--- src/hw/rtl/somr_pkg.sv ---
`timescale 1ns / 1ps
// Shared types and constants for the spiral order matrix reader.
// No dependencies; somr_walker and spiral_order_matrix_reader_unit import this package.

package somr_pkg;

    // Row and column positions carried on the result stream.
    localparam int POS_W = 3;
    // Width of the row_count and column_count registers.
    localparam int DIM_W = 4;
    // Configuration register index width and register indexes.
    localparam int CFG_IDX_W = 2;
    localparam logic [CFG_IDX_W-1:0] REG_ROW_COUNT    = 2'd0;
    localparam logic [CFG_IDX_W-1:0] REG_COLUMN_COUNT = 2'd1;
    // Reset value of both dimension registers.
    localparam logic [DIM_W-1:0] DIM_RESET = 4'd4;

    // One spiral position handed from the walker to the read pipeline.
    typedef struct packed {
        logic [POS_W-1:0] row;
        logic [POS_W-1:0] column;
        logic             last;
    } somr_pos_t;

    // Force a dimension register into 1..max_dim.
    function automatic logic [DIM_W-1:0] clamp_dim(input logic [DIM_W-1:0] v,
                                                   input logic [DIM_W-1:0] max_dim);
        logic [DIM_W-1:0] r;
        if (v == '0)
            r = {{(DIM_W-1){1'b0}}, 1'b1};
        else if (v > max_dim)
            r = max_dim;
        else
            r = v;
        return r;
    endfunction

endpackage

--- src/hw/rtl/somr_ram.sv ---
`timescale 1ns / 1ps
// Generic simple dual-port RAM: one write port, one read port, registered read.
// No dependencies.

module somr_ram #(
    parameter int WIDTH  = 32,
    parameter int DEPTH  = 64,
    parameter int ADDR_W = (DEPTH > 1) ? $clog2(DEPTH) : 1
) (
    input  logic              clk,
    input  logic              wr_en,
    input  logic [ADDR_W-1:0] wr_addr,
    input  logic [WIDTH-1:0]  wr_data,
    input  logic              rd_en,
    input  logic [ADDR_W-1:0] rd_addr,
    output logic [WIDTH-1:0]  rd_data
);

    logic [WIDTH-1:0] mem [DEPTH];

    always_ff @(posedge clk)
    begin
        if (wr_en)
        begin
            mem[wr_addr] <= wr_data;
        end
        if (rd_en)
        begin
            rd_data <= mem[rd_addr];
        end
    end

endmodule

--- src/hw/rtl/somr_walker.sv ---
`timescale 1ns / 1ps
// Spiral walker: steps row/column through the matrix clockwise, ring by ring.
// Depends on somr_pkg.

module somr_walker #(
    parameter int MAX_DIM = 8,
    parameter int ADDR_W  = 6
) (
    input  logic                       clk,
    input  logic                       rst_n,
    input  logic                       start,
    input  logic [somr_pkg::DIM_W-1:0] rows,
    input  logic [somr_pkg::DIM_W-1:0] cols,
    input  logic                       advance,
    output logic                       busy,
    output somr_pkg::somr_pos_t        pos,
    output logic [ADDR_W-1:0]          rd_addr
);
    import somr_pkg::*;

    localparam int CNT_W  = $clog2(MAX_DIM * MAX_DIM + 1);
    localparam int PROD_W = 2 * DIM_W;

    typedef enum logic [4:0] {
        W_IDLE  = 5'b00001,
        W_RIGHT = 5'b00010,
        W_DOWN  = 5'b00100,
        W_LEFT  = 5'b01000,
        W_UP    = 5'b10000
    } walk_state_t;

    walk_state_t      state_reg, state_next;
    logic [POS_W-1:0] row_reg, row_next;
    logic [POS_W-1:0] col_reg, col_next;
    logic [POS_W-1:0] top_reg, top_next;
    logic [POS_W-1:0] bot_reg, bot_next;
    logic [POS_W-1:0] left_reg, left_next;
    logic [POS_W-1:0] right_reg, right_next;
    logic [CNT_W-1:0] count_reg, count_next;
    logic [CNT_W-1:0] total_reg, total_next;
    logic [DIM_W-1:0] cols_reg, cols_next;
    logic             last;
    logic [PROD_W-1:0] lin_addr;
    logic [PROD_W-1:0] dim_prod;
    logic [DIM_W-1:0]  rows_m1;
    logic [DIM_W-1:0]  cols_m1;

    assign dim_prod = PROD_W'(rows) * PROD_W'(cols);
    assign rows_m1  = rows - 1'b1;
    assign cols_m1  = cols - 1'b1;
    assign last     = (count_reg == total_reg - 1'b1);
    assign busy     = (state_reg != W_IDLE);
    assign lin_addr = PROD_W'(row_reg) * PROD_W'(cols_reg) + PROD_W'(col_reg);
    assign rd_addr  = lin_addr[ADDR_W-1:0];

    always_comb
    begin
        pos.row    = row_reg;
        pos.column = col_reg;
        pos.last   = last;
    end

    always_comb
    begin
        state_next = state_reg;
        row_next   = row_reg;
        col_next   = col_reg;
        top_next   = top_reg;
        bot_next   = bot_reg;
        left_next  = left_reg;
        right_next = right_reg;
        count_next = count_reg;
        total_next = total_reg;
        cols_next  = cols_reg;
        unique case (state_reg)
            W_IDLE:
            begin
                if (start)
                begin
                    state_next = W_RIGHT;
                    row_next   = '0;
                    col_next   = '0;
                    top_next   = '0;
                    left_next  = '0;
                    bot_next   = rows_m1[POS_W-1:0];
                    right_next = cols_m1[POS_W-1:0];
                    count_next = '0;
                    total_next = dim_prod[CNT_W-1:0];
                    cols_next  = cols;
                end
            end
            W_RIGHT:
            begin
                if (advance)
                begin
                    if (col_reg == right_reg)
                    begin
                        top_next   = top_reg + 1'b1;
                        row_next   = row_reg + 1'b1;
                        state_next = W_DOWN;
                    end
                    else
                    begin
                        col_next = col_reg + 1'b1;
                    end
                end
            end
            W_DOWN:
            begin
                if (advance)
                begin
                    if (row_reg == bot_reg)
                    begin
                        right_next = right_reg - 1'b1;
                        col_next   = col_reg - 1'b1;
                        state_next = W_LEFT;
                    end
                    else
                    begin
                        row_next = row_reg + 1'b1;
                    end
                end
            end
            W_LEFT:
            begin
                if (advance)
                begin
                    if (col_reg == left_reg)
                    begin
                        bot_next   = bot_reg - 1'b1;
                        row_next   = row_reg - 1'b1;
                        state_next = W_UP;
                    end
                    else
                    begin
                        col_next = col_reg - 1'b1;
                    end
                end
            end
            W_UP:
            begin
                if (advance)
                begin
                    if (row_reg == top_reg)
                    begin
                        left_next  = left_reg + 1'b1;
                        col_next   = col_reg + 1'b1;
                        state_next = W_RIGHT;
                    end
                    else
                    begin
                        row_next = row_reg - 1'b1;
                    end
                end
            end
            default:
            begin
                state_next = W_IDLE;
            end
        endcase
        // The element count ends the walk, whatever ring shape remains.
        if (busy && advance)
        begin
            count_next = count_reg + 1'b1;
            if (last)
            begin
                state_next = W_IDLE;
            end
        end
    end

    always_ff @(posedge clk or negedge rst_n)
    begin
        if (!rst_n)
        begin
            state_reg <= W_IDLE;
        end
        else
        begin
            state_reg <= state_next;
        end
    end

    always_ff @(posedge clk)
    begin
        row_reg   <= row_next;
        col_reg   <= col_next;
        top_reg   <= top_next;
        bot_reg   <= bot_next;
        left_reg  <= left_next;
        right_reg <= right_next;
        count_reg <= count_next;
        total_reg <= total_next;
        cols_reg  <= cols_next;
    end

    a_count_in_range: assert property (@(posedge clk) disable iff (!rst_n)
        busy |-> (count_reg < total_reg))
        else $error("walker count passed the element total");

    a_last_ends_walk: assert property (@(posedge clk) disable iff (!rst_n)
        (busy && advance && last) |=> !busy)
        else $error("walker kept running after the last element");

endmodule

--- src/hw/rtl/spiral_order_matrix_reader_unit.sv ---
`timescale 1ns / 1ps
// Top level of the spiral order matrix reader: loader, element RAM, read pipeline.
// Depends on somr_pkg, somr_ram and somr_walker.
//
//  channel   direction  handshake                    payload
//  -------   ---------  ---------------------------  ----------------------------------
//  s_axis    in         s_axis_tvalid/s_axis_tready  tdata: element_value
//  m_axis    out        m_axis_tvalid/m_axis_tready  tdata: out_value,out_row,out_column
//                                                    tlast: final_flag
//  cfg       in         cfg_valid/cfg_ready          cfg_index, cfg_data
//
// Rates: one loaded element per cycle while no spiral is being walked, then one
//   emitted result per cycle while m_axis is not stalled; the single read port of
//   the element RAM sets the readout rate.
// Reset: row_count and column_count go to 4, the load position to 0. The element
//   RAM is not cleared; entries are read only after being written.
// Stalls: s_axis_tready drops while the spiral is being walked. A stalled m_axis
//   holds the output register and the RAM read stage, and the walker waits.

module spiral_order_matrix_reader_unit #(
    parameter int MAX_DIM    = 8,
    parameter int DATA_WIDTH = 32
) (
    input  logic                           clk,
    input  logic                           rst_n,
    // element_value [DATA_WIDTH-1:0], zero padding above
    input  logic [((DATA_WIDTH+7)/8)*8-1:0] s_axis_tdata,
    input  logic                           s_axis_tvalid,
    output logic                           s_axis_tready,
    // out_value [DATA_WIDTH-1:0], out_row, out_column, zero padding above
    output logic [((DATA_WIDTH+2*somr_pkg::POS_W+7)/8)*8-1:0] m_axis_tdata,
    output logic                           m_axis_tlast,
    output logic                           m_axis_tvalid,
    input  logic                           m_axis_tready,
    input  logic                           cfg_valid,
    output logic                           cfg_ready,
    input  logic [somr_pkg::CFG_IDX_W-1:0] cfg_index,
    input  logic [somr_pkg::DIM_W-1:0]     cfg_data
);
    import somr_pkg::*;

    localparam int DEPTH       = MAX_DIM * MAX_DIM;
    localparam int ADDR_W      = (DEPTH > 1) ? $clog2(DEPTH) : 1;
    localparam int CNT_W       = $clog2(DEPTH + 1);
    localparam int PROD_W      = 2 * DIM_W;
    localparam int OUT_TDATA_W = ((DATA_WIDTH + 2 * POS_W + 7) / 8) * 8;

    logic [DIM_W-1:0]      row_count_reg, row_count_next;
    logic [DIM_W-1:0]      column_count_reg, column_count_next;
    logic [ADDR_W-1:0]     load_pos_reg, load_pos_next;
    logic [DIM_W-1:0]      rows_eff;
    logic [DIM_W-1:0]      cols_eff;
    logic [PROD_W-1:0]     total_prod;
    logic [CNT_W-1:0]      total;
    logic [ADDR_W-1:0]     wr_pos;
    logic [CNT_W-1:0]      wr_pos_inc;
    logic                  in_fire;
    logic                  load_last;
    logic                  walk_start;
    logic                  walk_busy;
    logic                  issue;
    somr_pos_t             walk_pos;
    logic [ADDR_W-1:0]     rd_addr;
    logic [DATA_WIDTH-1:0] rd_data;
    logic                  s1_valid_reg, s1_valid_next;
    somr_pos_t             s1_pos_reg;
    logic                  s1_move;
    logic                  out_valid_reg, out_valid_next;
    logic [DATA_WIDTH-1:0] out_value_reg;
    somr_pos_t             out_pos_reg;

    // Configuration: always ready; written only while idle, a user duty not enforced.
    assign cfg_ready = 1'b1;

    always_comb
    begin
        row_count_next    = row_count_reg;
        column_count_next = column_count_reg;
        if (cfg_valid)
        begin
            unique case (cfg_index)
                REG_ROW_COUNT:    row_count_next    = cfg_data;
                REG_COLUMN_COUNT: column_count_next = cfg_data;
                default:          ;
            endcase
        end
    end

    assign rows_eff   = clamp_dim(row_count_reg, DIM_W'(MAX_DIM));
    assign cols_eff   = clamp_dim(column_count_reg, DIM_W'(MAX_DIM));
    assign total_prod = PROD_W'(rows_eff) * PROD_W'(cols_eff);
    assign total      = total_prod[CNT_W-1:0];

    // Loader: restart at zero if the size shrank under the load position.
    assign in_fire    = s_axis_tvalid && s_axis_tready;
    assign wr_pos     = (CNT_W'(load_pos_reg) >= total) ? '0 : load_pos_reg;
    assign wr_pos_inc = CNT_W'(wr_pos) + 1'b1;
    assign load_last  = (wr_pos_inc >= total);
    assign walk_start = in_fire && load_last;

    always_comb
    begin
        load_pos_next = load_pos_reg;
        if (in_fire)
        begin
            load_pos_next = load_last ? '0 : wr_pos_inc[ADDR_W-1:0];
        end
    end

    // Hold off new elements while the spiral reads the RAM; the output side
    // may still be draining when loading resumes, since reads are already done.
    assign s_axis_tready = !walk_busy;

    somr_ram #(
        .WIDTH  (DATA_WIDTH),
        .DEPTH  (DEPTH),
        .ADDR_W (ADDR_W)
    ) u_store (
        .clk     (clk),
        .wr_en   (in_fire),
        .wr_addr (wr_pos),
        .wr_data (s_axis_tdata[DATA_WIDTH-1:0]),
        .rd_en   (issue),
        .rd_addr (rd_addr),
        .rd_data (rd_data)
    );

    somr_walker #(
        .MAX_DIM (MAX_DIM),
        .ADDR_W  (ADDR_W)
    ) u_walker (
        .clk     (clk),
        .rst_n   (rst_n),
        .start   (walk_start),
        .rows    (rows_eff),
        .cols    (cols_eff),
        .advance (issue),
        .busy    (walk_busy),
        .pos     (walk_pos),
        .rd_addr (rd_addr)
    );

    // Read pipeline: walker -> RAM read stage (s1) -> output register.
    // The RAM holds its read data while not enabled, so s1 needs no data copy.
    assign s1_move = !out_valid_reg || m_axis_tready;
    assign issue   = walk_busy && (!s1_valid_reg || s1_move);

    always_comb
    begin
        s1_valid_next  = s1_valid_reg;
        out_valid_next = out_valid_reg;
        if (issue)
        begin
            s1_valid_next = 1'b1;
        end
        else if (s1_move)
        begin
            s1_valid_next = 1'b0;
        end
        if (s1_move)
        begin
            out_valid_next = s1_valid_reg;
        end
    end

    always_ff @(posedge clk or negedge rst_n)
    begin
        if (!rst_n)
        begin
            row_count_reg    <= DIM_RESET;
            column_count_reg <= DIM_RESET;
            load_pos_reg     <= '0;
            s1_valid_reg     <= 1'b0;
            out_valid_reg    <= 1'b0;
        end
        else
        begin
            row_count_reg    <= row_count_next;
            column_count_reg <= column_count_next;
            load_pos_reg     <= load_pos_next;
            s1_valid_reg     <= s1_valid_next;
            out_valid_reg    <= out_valid_next;
        end
    end

    always_ff @(posedge clk)
    begin
        if (issue)
        begin
            s1_pos_reg <= walk_pos;
        end
        if (s1_move && s1_valid_reg)
        begin
            out_value_reg <= rd_data;
            out_pos_reg   <= s1_pos_reg;
        end
    end

    assign m_axis_tvalid = out_valid_reg;
    assign m_axis_tlast  = out_pos_reg.last;
    assign m_axis_tdata  = OUT_TDATA_W'({out_pos_reg.column, out_pos_reg.row, out_value_reg});

    a_start_when_idle: assert property (@(posedge clk) disable iff (!rst_n)
        walk_start |-> !walk_busy)
        else $error("spiral start while a walk is in progress");

    a_out_holds_on_stall: assert property (@(posedge clk) disable iff (!rst_n)
        (m_axis_tvalid && !m_axis_tready)
            |=> (m_axis_tvalid && $stable(m_axis_tdata) && $stable(m_axis_tlast)))
        else $error("result changed while the output was stalled");

    a_s1_holds_on_stall: assert property (@(posedge clk) disable iff (!rst_n)
        (s1_valid_reg && out_valid_reg && !m_axis_tready)
            |=> (s1_valid_reg && $stable(s1_pos_reg)))
        else $error("read stage lost its item under output stall");

    a_no_load_during_walk: assert property (@(posedge clk) disable iff (!rst_n)
        issue |-> !in_fire)
        else $error("element write overlaps a spiral read");

endmodule

--- config.mk ---
export PLATFORM = sky130hd
export DESIGN_NAME = spiral_order_matrix_reader_unit
export DESIGN_NICKNAME = d
export VERILOG_FILES = /design/src/hw/rtl/somr_pkg.sv /design/src/hw/rtl/somr_ram.sv /design/src/hw/rtl/somr_walker.sv /design/src/hw/rtl/spiral_order_matrix_reader_unit.sv
export SDC_FILE = /design/constraint.sdc
export NUM_CORES = 2
export LEC_CHECK = 0
export BUFFER_PORTS_ARGS = -buffer_cell sky130_fd_sc_hd__buf_2
export CAP_MARGIN = 20
export CORE_MARGIN = 1.5
export CORE_UTILIZATION = 45
export DETAILED_ROUTE_END_ITERATION = 8
export SETUP_SLACK_MARGIN = 0.02
export SYNTH_ARGS = -nofsm -noshare
export SYNTH_HDL_FRONTEND = slang
export SYNTH_SLANG_ARGS = --single-unit
export TNS_END_PERCENT = 10
--- constraint.sdc ---
create_clock -name clk -period 16.8 [get_ports clk]
set_input_delay 2.52 -clock clk [delete_from_list [all_inputs] [get_ports clk]]
set_output_delay 2.52 -clock clk [all_outputs]
set_load 0.005 [all_outputs]
Yosys cells after proc, flatten, opt, wreduce, memory -nomap -nowiden. Memories as Yosys holds them, arrays and structs flattened. A register that Yosys moved wholly into a read port is not among the register bits. Index checks and enable logic that the tools add are counted.

Flip-flop bits (word level): 103. Bits in writable memories: 2048. Input bits: 43. Output and inout bits: 44. Word-level logic and storage cells: 157. Memories kept: 1.

$add $sub $neg: 14. Multipliers: 2. $lt $le $gt $ge: 4. Equality and inequality tests: 25. Multiplexer cells: 58. Reductions and logical operators: 31.

Memory list: u_store.mem (depth 64, width 32, read ports 1, clocked after memory_dff 1, write ports 1, line somr_ram.sv:19) `logic [WIDTH-1:0] mem [DEPTH];`.

Operators with widths (number): two-way mux 3 bit (27); two-way mux 5 bit (11); one-hot mux 3 bit (5 select lines) (2); one-hot mux 5 bit (5 select lines) (1); one-hot mux 3 bit (2 select lines) (4); two-way mux 7 bit (3); AND reduction 10 bit (2); != test 2 x 1 -> 1 bit, second input constant (9); subtractor 3 x 1 -> 3 bit, second input constant (6); two-way mux 4 bit (4); AND reduction 4 bit (4); nonzero test 2 bit (7); adder 3 x 1 -> 3 bit, second input constant (4); == test 3 bit (4); two-way mux 6 bit (2); > comparator 4 bit, second input constant (2); zero test 4 bit (2); != test 2 bit, second input constant (4); AND reduction 2 bit (4); adder 6 x 1 -> 7 bit, second input constant (1); adder 7 x 1 -> 7 bit, second input constant (1); == test 7 bit (1); >= comparator 6 x 7 -> 1 bit (1); >= comparator 7 bit (1); 17 further kinds (27).

Depth between registers and ports, before layout.
Depth after elaboration: 13. Depth in mapped cells: 25. Gate-level depth less buffers: 25.

Modules after synthesis. A second synthesis with hierarchy kept.

Cell total of the unflattened synthesis: 3846. Area, all modules: 84957.7 µm².

By module, submodules not included: somr_ram (instances 1, cells each 3324, area each 78835.6 µm², sequential area each 62459.9 µm²); somr_walker (instances 1, cells each 290, area each 3081.7 µm², sequential area each 1207.4 µm²); spiral_order_matrix_reader_unit (instances 1, cells each 232, area each 3040.4 µm², sequential area each 1784.2 µm²).

Worst setup path before layout. No wires, ideal clock.

Path kind: register to register. Start point: register row_count_reg[2]. End point: memory u_store.mem[6][0], enable pin. Library setup time: 0.501 ns. Arrival time: 6.838 ns. Data required time: 16.299 ns. Path slack: 9.461 ns. Stages on the path, launching flop included: 16. Buffers on the path: 1. Clock period less this slack: 7.339 ns. Path through: dfstp_2 nor2b_1 nand2_1 fa_1 inv_1 fa_1 fa_1 xor2_1 inv_1 ha_1 a21oi_1 a311oi_4 nor2_1 buf_2 nand4_1 nor4_1.

Cells in the longest elaborated chain, start to end: 6. Elaborated cells on any way between the ends: 7. Classes of those cells: mul (1); order compare (2); mux (3); reduce/logical (1).

RTL lines: from (decl) (line spiral_order_matrix_reader_unit.sv:48) `logic [DIM_W-1:0] row_count_reg, row_count_next;`; from (signal assigned) (line spiral_order_matrix_reader_unit.sv:178) `row_count_reg <= row_count_next;`; > comparator 4 bit (line somr_pkg.sv:31) `else if (v > max_dim)`; two-way mux 4 bit (line somr_pkg.sv:31); two-way mux 4 bit * (line somr_pkg.sv:29) `if (v == '0)`; multiplier 4 x 4 -> 7 bit * (line spiral_order_matrix_reader_unit.sv:91) `assign total_prod = PROD_W'(rows_eff) * PROD_W'(cols_eff);`; via total_prod[4] (line spiral_order_matrix_reader_unit.sv:53) `logic [PROD_W-1:0] total_prod;`; >= comparator 6 x 7 -> 1 bit * (line spiral_order_matrix_reader_unit.sv:96) `assign wr_pos = (CNT_W'(load_pos_reg) >= total) ? '0 : load_pos_reg;`; two-way mux 6 bit * (line spiral_order_matrix_reader_unit.sv:96); to (decl) (line somr_ram.sv:19).

The timed path passes the listed nets; every way through them passes the cells marked *.

Final worst setup path.
Start point: register u_walker.row_reg[0]. End point: register u_store.rd_data[7], read port of u_store.mem (data pin).

Cells in the longest elaborated chain, start to end: 2.

RTL lines: from (decl) (line somr_walker.sv:33) `logic [POS_W-1:0] row_reg, row_next;`; from (signal assigned) (line somr_walker.sv:186) `row_reg <= row_next;`; multiplier 3 x 4 -> 6 bit (line somr_walker.sv:53) `assign lin_addr = PROD_W'(row_reg) * PROD_W'(cols_reg) + PROD_W'(col_reg);`; adder 6 x 3 -> 6 bit (line somr_walker.sv:53); to (decl) (line somr_ram.sv:16) `output logic [WIDTH-1:0] rd_data`.

Every way passes these cells. A chain may end at the register's enable or synchronous reset.

==> results.cfg <==
[setup_path]
rr_endpoint = u_store.rd_data[7]
critPathLaunchType = flop
cpPeakStageDelay_ns = 1.18
path_cells = and2_1 -> fa_1 -> inv_1 -> fa_1 -> fa_4 -> buf_4 -> buf_4 -> buf_4 -> mux4_2 -> mux2i_1 -> a221oi_1 -> and4_1
r2r_start = u_walker.row_reg[0]
cp.required_ns = 17.54
crit_top_cell = buf_4
ff2ff_path_depth = 12
cp.arrival_ns = 8.11
end_kind = flop
worst-path-max-fanout = 51
r2r_slack_ns = 9.43
path_class = reg -> reg
critPathSlowestCell = fa_4

[die]
die_area_um2 = 191000
die_x_um = 437
start_util_pct = 45.3
core_um2 = 188000
fp.dieH_um = 437
ios = 87
rows = 159

[drt]
vias = 41200
wl_um = 221000
drtAntennaViolNets = 0
route.detailed.drc = 0
dr.pass1.iters = 6
drt_iter0_markers = 5178
wl_per_cell_um = 32.2
avgViaCountPerCell = 5.99

[timing]
skew_ns = 0.0604
relSlewSlack_pct = 15.5
hold_slack_ns = 0.420
fin_crit_sh_pct = 43.9
maxSlewViolCount = 0
tns_ns = 0
worstMarginPinSlew_ns = 1.27
setup_violations = 0
period_needed_ns = 7.37
rsz0062_at_grt = false
clock.fmax_mhz = 136
final-hold-violation-count = 0

[synth]
post-synth-top-area-cell = edfxtp_1
synth-main-ff-cell = edfxtp_1
yosys-top-cells-count = 2162 x edfxtp_1, 526 x mux4_2, 242 x nand2_1, 120 x mux2i_1, 101 x nor2_1
synth_cell_types = 72
ys_async_sr_fraction_pct = 0.962
synth_edf_count = 2162
syn_area_um2 = 84900
netlist_instances = 3933
synth_top_area_share_pct = 76.4
ys_seq_elements = 2183
yosysWarnings = 0
post-synth-top-count-cell = edfxtp_1
synth.avg_cell_area_um2 = 21.6
seq_area_frac_synth_pct = 77.1
ys_top_cells_by_area = edfxtp_1 76%, mux4_2 14%, mux2i_1 1.4%, nand2_1 1.1%, ha_1 0.56%

[min_path]
hold_path.class = reg -> reg
min_from = s1_pos_reg[0]
whs_path_depth = 0
hold_end = m_axis_tlast

[cells_and_area]
utilization_pct = 51.4
layout.nets = 4286
stdcell_count = 6878
synthToLayoutAreaGrowth_pct = 13.6
fill_cells = 14600
largest_reg_flops = 2048
drive_gt1_share_pct = 26.9

[global_route]
grt_pass1_wl_um = 313000
grt_pass1_vias = 40800
gr-usage-all-layers_pct = 23.2
grt.overflow.total = 0
antenna_found_initial = 23
grt_max_degree = 107

[clocking]
numCtsBuffers = 217
hold_buffers = 0
clockBufferDepth = 3
cts_root_buf = clkbuf_16
cts_htree_levels = 4
cts_resized = 0
clk_pin_slew_worst_paths_ns = 0.06
cts_tree = done
clkLatencyLatePin_ns = 0.89
clock_sinks = 2183
postCtsSetupBuffers = 0

[placed_design]
port_buffers = 83
place_inst = 6469
dpl.hpwl_um = 125000
place.gp.congestion = 0.838

[run_status]
status = complete, no violations

[job]
cap_violations = 0
==> final cells by class <==
type | instances | area, um2 | share of cell area, %
Antenna cell | 4 | 10.0 | 0.0104
Clock buffer | 260 | 5600 | 5.81
Clock inverter | 143 | 1460 | 1.52
Inverter | 36 | 136 | 0.141
Multi-Input combinational cell | 1517 | 19000 | 19.7
Sequential cell | 2183 | 65500 | 67.9
Tap cell | 2495 | 3120 | 3.24
Timing Repair Buffer | 240 | 1680 | 1.75
==> worst max-delay path by stage <==
stage | from | endpoint | slack, ns
after global placement | u_walker.row_reg[0] | u_store.rd_data[8] | 9.27
after global routing | column_count_reg[3] | u_walker.total_reg[2] | 9.14
after floorplan | row_count_reg[2] | u_store.mem[6][0] | 9.46
after CTS | u_walker.row_reg[0] | u_store.rd_data[7] | 9.44
after detailed placement | u_walker.row_reg[0] | u_store.rd_data[7] | 9.41
final | u_walker.row_reg[0] | u_store.rd_data[7] | 9.43
==> stage by stage <==
step / cell area, um2 / setup WS, ns
5_1_grt: 96400 / 9.14
4_1_cts: 96400 / 9.44
6_report: 96400 / 9.43
2_1_floorplan: 84900 / 9.46
3_3_place_gp: 89300 / 9.27
3_5_place_dp: 89300 / 9.41
==> per-layer routing <==
metal | routed length (um) | share of wire [%] | global-route usage (%)
met2 | 106000 | 48 | 36.5
met4 | 5370 | 2.4 | 6.21
met3 | 17000 | 7.7 | 3.93
met5 | 28 | 0.013 | 0
met1 | 93200 | 42 | 33.8
==> worst max-delay path: cells and delay by family (launching register included) <==
family | cells | cell delay [ns]
buf+inv | 4 | 2.17
simple gates | 2 | 0.62
flops | 1 | 0.55
fa+ha+maj | 3 | 2.18
mux | 2 | 0.43
compound gates | 1 | 1.09
==> logic make-up (layout without fill, tap and decap cells) <==
kind of cell | Yosys count | in the layout | synth area share (%)
flip-flops | 2183 | 2183 | 77.1
multiplexers | 656 | 656 | 15.5
AND/OR/NAND/NOR | 577 | 577 | 3.23
buffers and inverters | 234 | 679 | 1.27
AO/OA/AOI/OAI | 182 | 182 | 1.56
XOR/XNOR | 51 | 51 | 0.553
adder cells (fa/ha/maj) | 48 | 48 | 0.796
other | 2 | 7 | 0.00884
==> layout by cell type, fill, tap and decap left out, types with 28 or more instances in the layout <==
cell type,n
clkbuf_16,217
buf_2,82
clkinv_2,43
and3_1,28
nor2_4,51
edfxtp_1,2162
inv_1,34
nor2_1,50
buf_4,151
ha_1,36
mux2i_1,120
nand2_1,242
clkinv_1,59
nand3_1,73
mux4_2,526
clkbuf_1,42
Power is not shown: default switching activity piles up to over one toggle a cycle in this logic, so the estimate is an artifact.
